$ cat config.mk
export PLATFORM = sky130hd
export DESIGN_NAME = brq_front_flat
export DESIGN_NICKNAME = d
export VERILOG_FILES = /design/src/brq_pkg.sv /design/src/brq_if.sv /design/src/brq_front.sv /design/src/flat_wrapper.sv
export SDC_FILE = /design/constraint.sdc
export NUM_CORES = 1
export LEC_CHECK = 0
export BUFFER_PORTS_ARGS = -buffer_cell sky130_fd_sc_hd__buf_2
export CAP_MARGIN = 30
export CORE_AREA = 8 8 132 134
export CTS_CLUSTER_DIAMETER = 150
export DETAILED_ROUTE_END_ITERATION = 7
export DIE_AREA = 0 0 140 142
export GPL_TIMING_DRIVEN = 0
export PLACE_DENSITY = 0.79
export SLEW_MARGIN = 40
export SYNTH_ARGS = -nofsm -noshare
export SYNTH_HDL_FRONTEND = slang
export SYNTH_SLANG_ARGS = --single-unit
$ cat constraint.sdc
create_clock -name clk -period 8.05 [get_ports clk]
set_input_delay 1.61 -clock clk [delete_from_list [all_inputs] [get_ports clk]]
set_output_delay 1.61 -clock clk [all_outputs]
set_load 0.02 [all_outputs]
$ cat src/brq_pkg.sv
// shared types, codes and constants of the batched retry queue
package brq_pkg;

  localparam int RING_DEPTH_DEF = 64;
  localparam int BATCH_MAX_DEF  = 16;
  localparam int DATA_WIDTH_DEF = 64;

  localparam int CFG_W     = 20;
  localparam int CFG_IDX_W = 2;
  localparam int TIME_W    = 32;

  localparam logic [CFG_IDX_W-1:0] REG_ENABLE  = 2'd0;
  localparam logic [CFG_IDX_W-1:0] REG_ATTEMPT = 2'd1;
  localparam logic [CFG_IDX_W-1:0] REG_RETRY   = 2'd2;
  localparam logic [CFG_IDX_W-1:0] REG_BEAT    = 2'd3;

  localparam logic [2:0] REQ_SAMPLE = 3'd0;
  localparam logic [2:0] REQ_POLL   = 3'd1;
  localparam logic [2:0] REQ_TELE   = 3'd2;
  localparam logic [2:0] REQ_BEAT   = 3'd3;
  localparam logic [2:0] REQ_FLUSH  = 3'd4;

  localparam logic [1:0] ACT_STATUS = 2'd0;
  localparam logic [1:0] ACT_ITEM   = 2'd1;
  localparam logic [1:0] ACT_BEAT   = 2'd2;

  localparam logic [2:0] STS_DISABLED = 3'd0;
  localparam logic [2:0] STS_WAITING  = 3'd1;
  localparam logic [2:0] STS_IDLE     = 3'd2;
  localparam logic [2:0] STS_QUEUEING = 3'd3;
  localparam logic [2:0] STS_BACKOFF  = 3'd4;
  localparam logic [2:0] STS_SEND_TEL = 3'd5;
  localparam logic [2:0] STS_SEND_HB  = 3'd6;

  localparam logic [2:0] STREAK_MAX = 3'd4;

  typedef enum logic [2:0] {
    K_SAMPLE, K_POLL, K_TELE, K_BEAT, K_FLUSH, K_OTHER
  } req_kind_t;

  typedef struct packed {
    logic             valid;
    req_kind_t        kind;
    logic [TIME_W-1:0] now;
    logic             link;
    logic             ok;
  } req_ctl_t;

  typedef struct packed {
    logic             en;
    logic [CFG_W-1:0] attempt;
    logic [CFG_W-1:0] retry;
    logic [CFG_W-1:0] beat;
  } cfg_t;

  typedef enum logic [3:0] {
    S_IDLE, S_DECODE, S_COPY_RD, S_COPY_WR, S_EMIT_RD, S_EMIT_WR,
    S_DISC_RD, S_DISC_CHK, S_PUT
  } back_state_t;

  function automatic logic [TIME_W-1:0] backoff_ms(input logic [2:0] streak);
    logic [TIME_W-1:0] v;
    unique case (streak)
      3'd2:    v = 32'd6000;
      3'd3:    v = 32'd12000;
      3'd4:    v = 32'd30000;
      default: v = 32'd3000;
    endcase
    return v;
  endfunction

  function automatic logic [2:0] plain_status(input logic en, input logic nonempty,
                                              input logic failing);
    logic [2:0] s;
    if (!en) s = STS_DISABLED;
    else if (nonempty) s = failing ? STS_BACKOFF : STS_QUEUEING;
    else s = STS_IDLE;
    return s;
  endfunction

endpackage

$ cat src/brq_if.sv
// request and result channel interfaces
interface brq_in_if #(parameter int DATA_WIDTH = 64);
  logic                  valid;
  logic                  ready;
  logic [2:0]            req_type;
  logic [31:0]           now_ms;
  logic [DATA_WIDTH-1:0] sample_data;
  logic                  link_ready;
  logic                  send_ok;
  modport source (output valid, req_type, now_ms, sample_data, link_ready, send_ok,
                  input ready);
  modport sink (input valid, req_type, now_ms, sample_data, link_ready, send_ok,
                output ready);
endinterface


$ cat src/brq_front.sv
// front end: accepts requests, classifies them and holds two in a small queue
module brq_front #(
  parameter int DATA_WIDTH = brq_pkg::DATA_WIDTH_DEF
) (
  input  logic                  clk,
  input  logic                  rst_n,
  brq_in_if.sink                in_chan,
  input  logic                  pop,
  output brq_pkg::req_ctl_t     req,
  output logic [DATA_WIDTH-1:0] req_data
);
  import brq_pkg::*;

  req_ctl_t              q_ctl_r  [2];
  logic [DATA_WIDTH-1:0] q_data_r [2];
  logic                  wp_r, rp_r;
  logic [1:0]            cnt_r;
  logic                  push;
  req_kind_t             kind;

  always_comb begin
    unique case (in_chan.req_type)
      REQ_SAMPLE: kind = K_SAMPLE;
      REQ_POLL:   kind = K_POLL;
      REQ_TELE:   kind = K_TELE;
      REQ_BEAT:   kind = K_BEAT;
      REQ_FLUSH:  kind = K_FLUSH;
      default:    kind = K_OTHER;
    endcase
  end

  assign in_chan.ready = (cnt_r != 2'd2);
  assign push          = in_chan.valid && in_chan.ready;

  always_ff @(posedge clk) begin
    if (push) begin
      q_ctl_r[wp_r]  <= '{valid: 1'b1, kind: kind, now: in_chan.now_ms,
                         link: in_chan.link_ready, ok: in_chan.send_ok};
      q_data_r[wp_r] <= in_chan.sample_data;
    end
  end

  always_ff @(posedge clk) begin
    if (!rst_n) begin
      wp_r  <= 1'b0;
      rp_r  <= 1'b0;
      cnt_r <= 2'd0;
    end else begin
      if (push) wp_r <= ~wp_r;
      if (pop)  rp_r <= ~rp_r;
      cnt_r <= cnt_r + 2'(push) - 2'(pop);
    end
  end

  always_comb begin
    req       = q_ctl_r[rp_r];
    req.valid = (cnt_r != 2'd0);
    req_data  = q_data_r[rp_r];
  end

endmodule

$ cat src/flat_wrapper.sv
// flat-port wrapper written by rule: the top's interface ports become plain ports
module brq_front_flat import brq_pkg::*;
#(
  parameter int DATA_WIDTH = brq_pkg::DATA_WIDTH_DEF
)
  (clk, rst_n, pop, req, req_data, in_chan_valid, in_chan_req_type, in_chan_now_ms, in_chan_sample_data, in_chan_link_ready, in_chan_send_ok, in_chan_ready);
  brq_in_if #(.DATA_WIDTH(DATA_WIDTH)) in_chan_i ();
  input  logic clk;
  input  logic rst_n;
  input  logic pop;
  output brq_pkg::req_ctl_t req;
  output logic [DATA_WIDTH-1:0] req_data;
  input wire logic [$bits(in_chan_i.valid)-1:0] in_chan_valid;
  input wire logic [$bits(in_chan_i.req_type)-1:0] in_chan_req_type;
  input wire logic [$bits(in_chan_i.now_ms)-1:0] in_chan_now_ms;
  input wire logic [$bits(in_chan_i.sample_data)-1:0] in_chan_sample_data;
  input wire logic [$bits(in_chan_i.link_ready)-1:0] in_chan_link_ready;
  input wire logic [$bits(in_chan_i.send_ok)-1:0] in_chan_send_ok;
  output wire logic [$bits(in_chan_i.ready)-1:0] in_chan_ready;
  assign in_chan_i.valid = in_chan_valid;
  assign in_chan_i.req_type = in_chan_req_type;
  assign in_chan_i.now_ms = in_chan_now_ms;
  assign in_chan_i.sample_data = in_chan_sample_data;
  assign in_chan_i.link_ready = in_chan_link_ready;
  assign in_chan_i.send_ok = in_chan_send_ok;
  assign in_chan_ready = in_chan_i.ready;
  brq_front #(.DATA_WIDTH(DATA_WIDTH)) u_core (.clk(clk), .rst_n(rst_n), .in_chan(in_chan_i), .pop(pop), .req(req), .req_data(req_data));
endmodule
=== Word level (Yosys, flattened, before mapping) ===
Memories as Yosys holds them, arrays and structs flattened. A register that Yosys moved wholly into a read port is not among the register bits.
Cells that the tools add are included.

* Register bits after elaboration: 4
* Bits in latches: 0
* Bits in writable memories: 202
* Bits in read-only memories: 0
* Input bits: 105
* Output and inout bits: 103
* Word-level logic and storage cells: 24
* Memories: 2

{| class="wikitable"
|+ Memory list
! memory !! depth !! width !! read ports !! clocked after Yosys merged registers in !! wr ports !! RTL line !! source
|-
| u_core.q_data_r || 2 || 64 || 1 || 1 || 1 || brq_front.sv:15 || <nowiki>logic [DATA_WIDTH-1:0] q_data_r [2];</nowiki>
|-
| u_core.q_ctl_r || 2 || 37 || 1 || 1 || 1 || brq_front.sv:14 || <nowiki>req_ctl_t q_ctl_r [2];</nowiki>
|}

* Add/subtract/negate cells: 2
* Multipliers: 0
* Div/mod/pow operators: 0
* $lt $le $gt $ge: 0
* Equality and inequality tests: 5
* Shift operators: 0
* Muxes and demuxes: 7
* Bitwise operators: 2
* Reductions and logical operators: 3

{| class="wikitable"
|+ Operators by type and width
! operator !! number
|-
| one-hot mux 3 bit (5 select lines) || 1
|-
| equality test 3 x 2 -> 1 bit, second input constant || 2
|-
| 2-to-1 mux 1 bit || 6
|-
| equality test 3 x 1 -> 1 bit, second input constant || 1
|-
| equality test 3 bit, second input constant || 1
|-
| logical NOT 3 bit || 1
|-
| adder 2 x 1 -> 2 bit || 1
|-
| != test 2 bit, second input constant || 1
|-
| inverter 1 bit || 2
|-
| nonzero test 2 bit || 1
|-
| subtractor 2 x 1 -> 2 bit || 1
|-
| logical AND 1 bit || 1
|}

=== Depth between registers and ports, before layout ===
Gate-level depths: netlist of the first run.

* Word-level depth: 4
* Gate-level depth with buffers: 7
* Depth with buffers taken out: 7

=== Least setup slack after synthesis of the first run ===
Ideal clock, no wire load.

* Kind: input to register
* Start point: input in_chan_valid
* End point: memory u_core.q_ctl_r[0][0] (netlist bit) (enable)
* Library setup time: 573 ps
* Arrival time: 6227 ps
* Data required time: 7477 ps
* Path slack: 1249 ps
* Cell stages on the path: 2
* Path buffers: 0
* Path through: and2_1 -> nor2b_1

* Word-level cells in the longest chain between the ends: 3

{| class="wikitable"
|+ Ends and longest elaborated chain
! what !! RTL line !! source
|-
| start: declaration || flat_wrapper.sv:13 || <nowiki>input wire logic [$bits(in_chan_i.valid)-1:0] in_chan_valid;</nowiki>
|-
| logical AND 1 bit || brq_front.sv:33 || <nowiki>assign push = in_chan.valid && in_chan.ready;</nowiki>
|-
| 2-to-1 mux 1 bit || brq_front.sv:36 || <nowiki>if (push) begin</nowiki>
|-
| 2-to-1 mux 1 bit (not written as such) || brq_front.sv:37 || <nowiki>q_ctl_r[wp_r] <= '{valid: 1'b1, kind: kind, now: in_chan.now_ms,</nowiki>
|-
| end: declaration || brq_front.sv:14 ||
|}

Every way passes these cells.

==> qor.csv, run 1 <==
metric,value,unit
Hold WC Path Type,flip-flop to flip-flop,
largest family of logic cells by synthesized area,multiplexers,
vias in the first global route,4449,
core footprint,0.0154,mm^2
top cell type's share of synthesized area,76.0,%
Mapped Avg Cell Area,23.3,um^2
Yosys top cell by area,edfxtp_1,
Setup Skew,0.0137,ns
sequential area share after synthesis,77.2,%
critical path class,flip-flop to output port,
CTS tree,built,
WL per Instance,20.0,um
Finished Layout Cells,787,
Crit-path slowest cell,dfxtp_1,
top_reg_cell synth,edfxtp_1,
global-route wire length before repair,24100,um
DRT Pass-1 Iters,4,
final net count,688,
clk sink count,207,
Post-Syn Nets,450,
post_cts resized,0,
total CTS buffers,21,
clk slew on worst S/H paths,0.06,ns
Post-Synth Adder-Cell Area,0.313,%
die area,0.0199,mm^2
initial core utilization,51.8,%
post-synthesis cell count,343,
most common cell in the synthesized netlist,edfxtp_1,
number of synthesized register bits,207,
Worst Max-Slew Pin Slew,0.367,ns
I/O pin cnt,208,
Fin. Hold Viols,0,
slew margin rel.,75.5,%
Detail Route Antenna Nets,0,
period utilization,41.8,%
fin. max-slew vios,0,
Synth Cell Area,0.00799,mm^2
Post-CTS Setup Inserts,0,
row count,46,
MaxCap Viol Count,0,
buffers and inverters on the worst path,3,
CP arrival,1.75,ns
post-route setup TNS,0,ns
RePlAce Congestion,0.720,
Startpoint Class,flip-flop,
initial antenna violation count,1,
Via-to-Cell Ratio,5.01,
largest net degree at the start of global routing,41,
setup violators final,0,
# fillers,1040,
Synth Area in Compound Gates,0.157,%
Post-synth EDFFs,202,
Final min period,3.36,ns
layout cell share with drive strength beyond 1,61.2,%
P_leak,0.00403,uW
Ys Warns,0,
clock group share of total power,33.2,%
via count of the routed design,3939,
cell class contributing the biggest share of worst-path delay,buffers and inverters,
"reg-to-reg slack, setup",5.91,ns
commonest cells in the netlist,"202 x edfxtp_1, 90 x mux2_4, 11 x mux2_2",
post-DP HPWL,11300,um
"Critical Path, Cell by Cell",buf_6 > buf_12 > mux2_4 > buf_2,
Fmax achieved,297,MHz
Max VDD drop,0.000246,V
top post-synthesis cells by area,"edfxtp_1 76%, mux2_4 17%, buf_12 2.3%",
switching portion of total power,25.4,%
Worst Path Max Fanout,10,
xor and xnor area share after synthesis,0.219,%
clock latency on the worst-skew pair,0.49,ns
IO buf count,207,
outcome,finished clean,
pwr dens,287,mW/mm^2
Total GRT Usage,15.5,%
Final WS setup,4.69,ns
fin util,65.9,%
synth unique cells,23,
GRT Residual Overflow,0,
H-tree depth,1,
root buf cell,clkbuf_16,
switching power of the nets,742,uW
Hold Slack,0.527,ns
n_diodes,0,
Crit. End Element,output port,
"Area growth, synth to finish",27.3,%
ys async rst share,0,%
design internal power,2180,uW
placed cells,750,
combinational share of power,19.9,%
drc violations,0,
Die Span Y,142,um
simple-gate area share of the yosys netlist,0.987,%
hold buffer count at CTS,0,
Clock Path Buffers,3,
Post-Route WL,15700,um
RSZ-0062 raised after global routing,false,
proportion of synthesized area in mux cells,18.5,%
Critical Path RT,6.44,ns
First DRT Iteration DRCs,175,
sequential power share,46.9,%
die width,140,um
crit-path max cell delay,0.33,ns
dpl ws,4.73,ns
==> cell families after synthesis <==
| logic type | after synthesis |
|---|---|
| DFF | 207 |
| xor gates and xnor gates | 2 |
| buffers and inverters | 15 |
| AOI/OAI and AO/OA | 2 |
| and+or+nand+nor | 14 |
| adders and majority gates | 2 |
| muxes | 101 |
==> path summary, 6_finish.rpt <==
| check | start | end | depth (start not counted) |
|---|---|---|---|
| worst max-delay path | flip-flop | req[33] | 4 |
| worst min register to register | u_core.rp_r$_SDFFE_PN0P_ | flip-flop | 2 |
| worst max register to register | u_core.cnt_r[0]$_SDFF_PN0_ | u_core.q_data_r[0][7]$_DFFE_PP_ | 7 |
| worst min-delay path | u_core.rp_r$_SDFFE_PN0P_ | flip-flop | 2 |
==> registers in the layout, summed over array words and instances, names as in the netlist, named ones only <==
register / count
u_core.cnt_r: 2
u_core.q_ctl_r: 74
u_core.q_data_r: 128
u_core.rp_r: 1
u_core.wp_r: 1
==> area by class of cell <==
type                       instances  area (um^2)  share of cell area [%]
sequential                       207         6170                    60.7
clock buffer                      22          529                    5.21
inverter                           3         11.3                   0.111
timing repair buffer             215         1230                    12.1
buffer                            12          200                    1.97
clock inverter                    15          168                    1.65
multi-input combinational        121         1620                    16.0
tap                              192          240                    2.36
==> layout by cell type (no fill, tap or decap), types with 2 or more instances in the layout <==
cell / instances
mux2_2: 11
inv_1: 3
mux2_4: 90
buf_2: 208
and2_1: 3
clkinvlp_4: 5
clkbuf_16: 21
nor2_1: 3
clkinv_2: 3
buf_16: 5
edfxtp_1: 202
buf_12: 11
clkbuf_1: 2
dfxtp_1: 5
clkinv_1: 2
clkinv_4: 2
bufinv_16: 3
ha_1: 2
==> metal layers <==
metal	global-route usage, %	vias to the layer above	routed length [um]	part of all wire (%)
li1	-	1836	-	-
met1	16.5	1937	5730	36
met2	28.1	149	8330	53
met5	0	-	8	0.051
met4	3.89	2	187	1.2
met3	6.21	15	1450	9.2
==> power groups by stage <==
stage	Clock, uW	Combinational (uW)	Sequential [uW]
floorplan	0	370	1400
CTS	992	590	1370
global placement	0	525	1410
global route	1030	617	1380
detailed placement	0	588	1390
finish	969	579	1370
==> stage by stage <==
| step | instance area, um^2 | total power [uW] |
|---|---|---|
| 3_3_place_gp | 9260 | 1940 |
| 2_1_floorplan | 7990 | 1770 |
| 6_report | 10200 | 2920 |
| 4_1_cts | 10200 | 2950 |
| 3_5_place_dp | 9470 | 1980 |
| 5_1_grt | 10200 | 3030 |
==> worst min-delay path, delay by kind of cell (launching register included) <==
family | cells | cell delay, ns
and+or+nand+nor | 1 | 0.07
xor gates and xnor gates | 1 | 0.09
DFF | 1 | 0.33
Note: power is estimated with default switching activity, not from simulation.
==> run 2: changes to the inputs <==
==> constraint.sdc (replaced) <==
create_clock -name clk -period 3.1 [get_ports clk]
set_input_delay 0.62 -clock clk [delete_from_list [all_inputs] [get_ports clk]]
set_output_delay 0.62 -clock clk [all_outputs]
set_load 0.02 [all_outputs]
==> qor.csv, run 2 (same netlist as run 1, synthesis figures left out) <==
metric,value,unit,change
largest net degree at the start of global routing,41,,unchanged
Startpoint Class,flip-flop,,
Detail Route Antenna Nets,0,,unchanged
post_cts resized,0,,unchanged
die area,0.0199,mm^2,unchanged
RePlAce Congestion,0.699,,-2.8%
"commonest non-fill, non-tap cells in the layout","208 x buf_2, 202 x edfxtp_1, 90 x mux2_4",,
RSZ-0062 raised after global routing,false,,
DRT Pass-1 Iters,4,,unchanged
Crit. End Element,output port,,
CP arrival,1.74,ns,about the same
WL per Instance,19.4,um,-2.7%
hold buffer count at CTS,0,,unchanged
cell class contributing the biggest share of worst-path delay,buffers and inverters,,
max FFs per register,128,,unchanged
clk slew on worst S/H paths,0.06,ns,about the same
First DRT Iteration DRCs,186,,+6.3%
total CTS buffers,21,,unchanged
Fin. Hold Viols,0,,unchanged
crit-path max cell delay,0.33,ns,about the same
H-tree depth,1,,unchanged
drc violations,0,,unchanged
post-DP HPWL,11300,um,-0.11%
Final min period,2.36,ns,
die width,140,um,unchanged
initial antenna violation count,1,,unchanged
final net count,687,,-0.15%
clock latency on the worst-skew pair,0.48,ns,about the same
global-route wire length before repair,23100,um,-3.9%
Hold WC Path Type,input port to flip-flop,,
pwr dens,722,mW/mm^2,+150%
buffers and inverters on the worst path,3,,unchanged
Die Span Y,142,um,unchanged
Via-to-Cell Ratio,5.00,,-0.10%
MaxCap Viol Count,0,,unchanged
IO buf count,207,,unchanged
Finished Layout Cells,787,,unchanged
initial core utilization,51.8,%,unchanged
Worst Path Max Fanout,10,,unchanged
fin util,65.1,%,-0.77 points
Crit-path slowest cell,dfxtp_1,,
CTS tree,built,,
via count of the routed design,3935,,-0.10%
row count,46,,unchanged
layout cell share with drive strength beyond 1,60.8,%,-0.40 points
largest registers,"u_core.q_data_r: 128 flops, u_core.q_ctl_r: 74 flops, u_core.cnt_r: 2 flops",,
Post-Route WL,15300,um,-2.7%
P_leak,0.00399,uW,-1.1%
root buf cell,clkbuf_16,,
register name with the most flops,u_core.q_data_r,,
"Area growth, synth to finish",25.8,%,
Total GRT Usage,14.9,%,-0.56 points
setup violators final,0,,unchanged
Clock Path Buffers,3,,unchanged
core footprint,0.0154,mm^2,unchanged
Setup Skew,0.0148,ns,+0.00105 ns
critical path class,flip-flop to output port,,
"Critical Path, Cell by Cell",buf_6 > buf_12 > mux2_4 > buf_2,,
slew margin rel.,58.4,%,-17 points
Max VDD drop,0.000490,V,+99%
vias in the first global route,4382,,-1.5%
period utilization,76.0,%,
GRT Residual Overflow,0,,unchanged
Critical Path RT,2.48,ns,-3.96 ns
"most common cell after layout, fill and taps aside",buf_2,,
Hold Slack,0.323,ns,-0.204 ns
clk sink count,207,,unchanged
fin. max-slew vios,0,,unchanged
# fillers,1066,,+2.5%
I/O pin cnt,208,,unchanged
Post-CTS Setup Inserts,0,,unchanged
Fmax achieved,424,MHz,
outcome,finished clean,,
Worst Max-Slew Pin Slew,0.622,ns,+0.255 ns
placed cells,749,,-0.13%
==> run 2: cell count changes in the layout (fill, tap and decap cells not counted) <==
cell / change
clkinv_2: +4
buf_8: +1
diode_2: +1
clkinvlp_4: -2
clkbuf_1: +2
bufinv_16: -3
clkbuf_8: +1
clkinv_4: -2
buf_16: -2
==> run 2: area by class of cell <==
| type | count | area (um^2) | share of cell area, % |
|---|---|---|---|
| tap | 192 | 240 | 2.39 |
| inverter | 3 | 11.3 | 0.112 |
| clock inverter | 12 | 65.1 | 0.648 |
| timing repair buffer | 214 | 1190 | 11.8 |
| multi-input combinational | 121 | 1620 | 16.1 |
| buffer | 12 | 200 | 1.99 |
| clock buffer | 25 | 551 | 5.48 |
| antenna | 1 | 2.50 | 0.0249 |
| sequential | 207 | 6170 | 61.4 |
==> run 2: final timing paths <==
kind	end	slack, ns	start	depth (start not counted)
worst max-delay path	req[25]	0.74	flip-flop	4
worst min-delay path	u_core.q_ctl_r[1][32]$_DFFE_PP_	0.32	in_chan_now_ms[30]	1
worst max register to register	u_core.q_data_r[0][10]$_DFFE_PP_	1.04	u_core.cnt_r[0]$_SDFF_PN0_	5
worst min register to register	u_core.wp_r$_SDFFE_PN0P_	0.54	u_core.wp_r$_SDFFE_PN0P_	2
==> run 2: per-stage QoR <==
| step | TNS (ns) | total power, uW | instance area (um^2) | setup WS (ns) |
|---|---|---|---|---|
| 2_1_floorplan | 0 | 4560 | 8000 | 0.351 |
| 3_3_place_gp | -46.18 | 4980 | 9270 | -0.465 |
| 3_5_place_dp | 0 | 5110 | 9430 | 0.841 |
| 4_1_cts | 0 | 7350 | 10000 | 0.698 |
| 5_1_grt | 0 | 7530 | 10000 | 0.662 |
| 6_report | 0 | 7250 | 10000 | 0.743 |
==> run 2: report_power, final <==
group	leakage, uW	internal [uW]	switching, uW
registers	0.00192	3470	88.2
clock network	0.000300	1270	961
logic	0.00177	661	807
total	0.00399	5400	1860
==> run 2: worst register-to-register path, stage by stage, from the launching register on <==
cell	delay (ns)
dfxtp_1	0.35
nand2b_1	0.19
and2_1	0.20
nor2b_4	0.57
buf_16	0.24
buf_8	0.21
==> run 2: layer usage <==
metal	GRT usage [%]	routed length [um]	vias to the layer above
li1	-	-	1830
met4	5.89	421	2
met5	0	14	-
met3	4.90	1150	26
met1	16.1	5710	1949
met2	26.7	7980	128
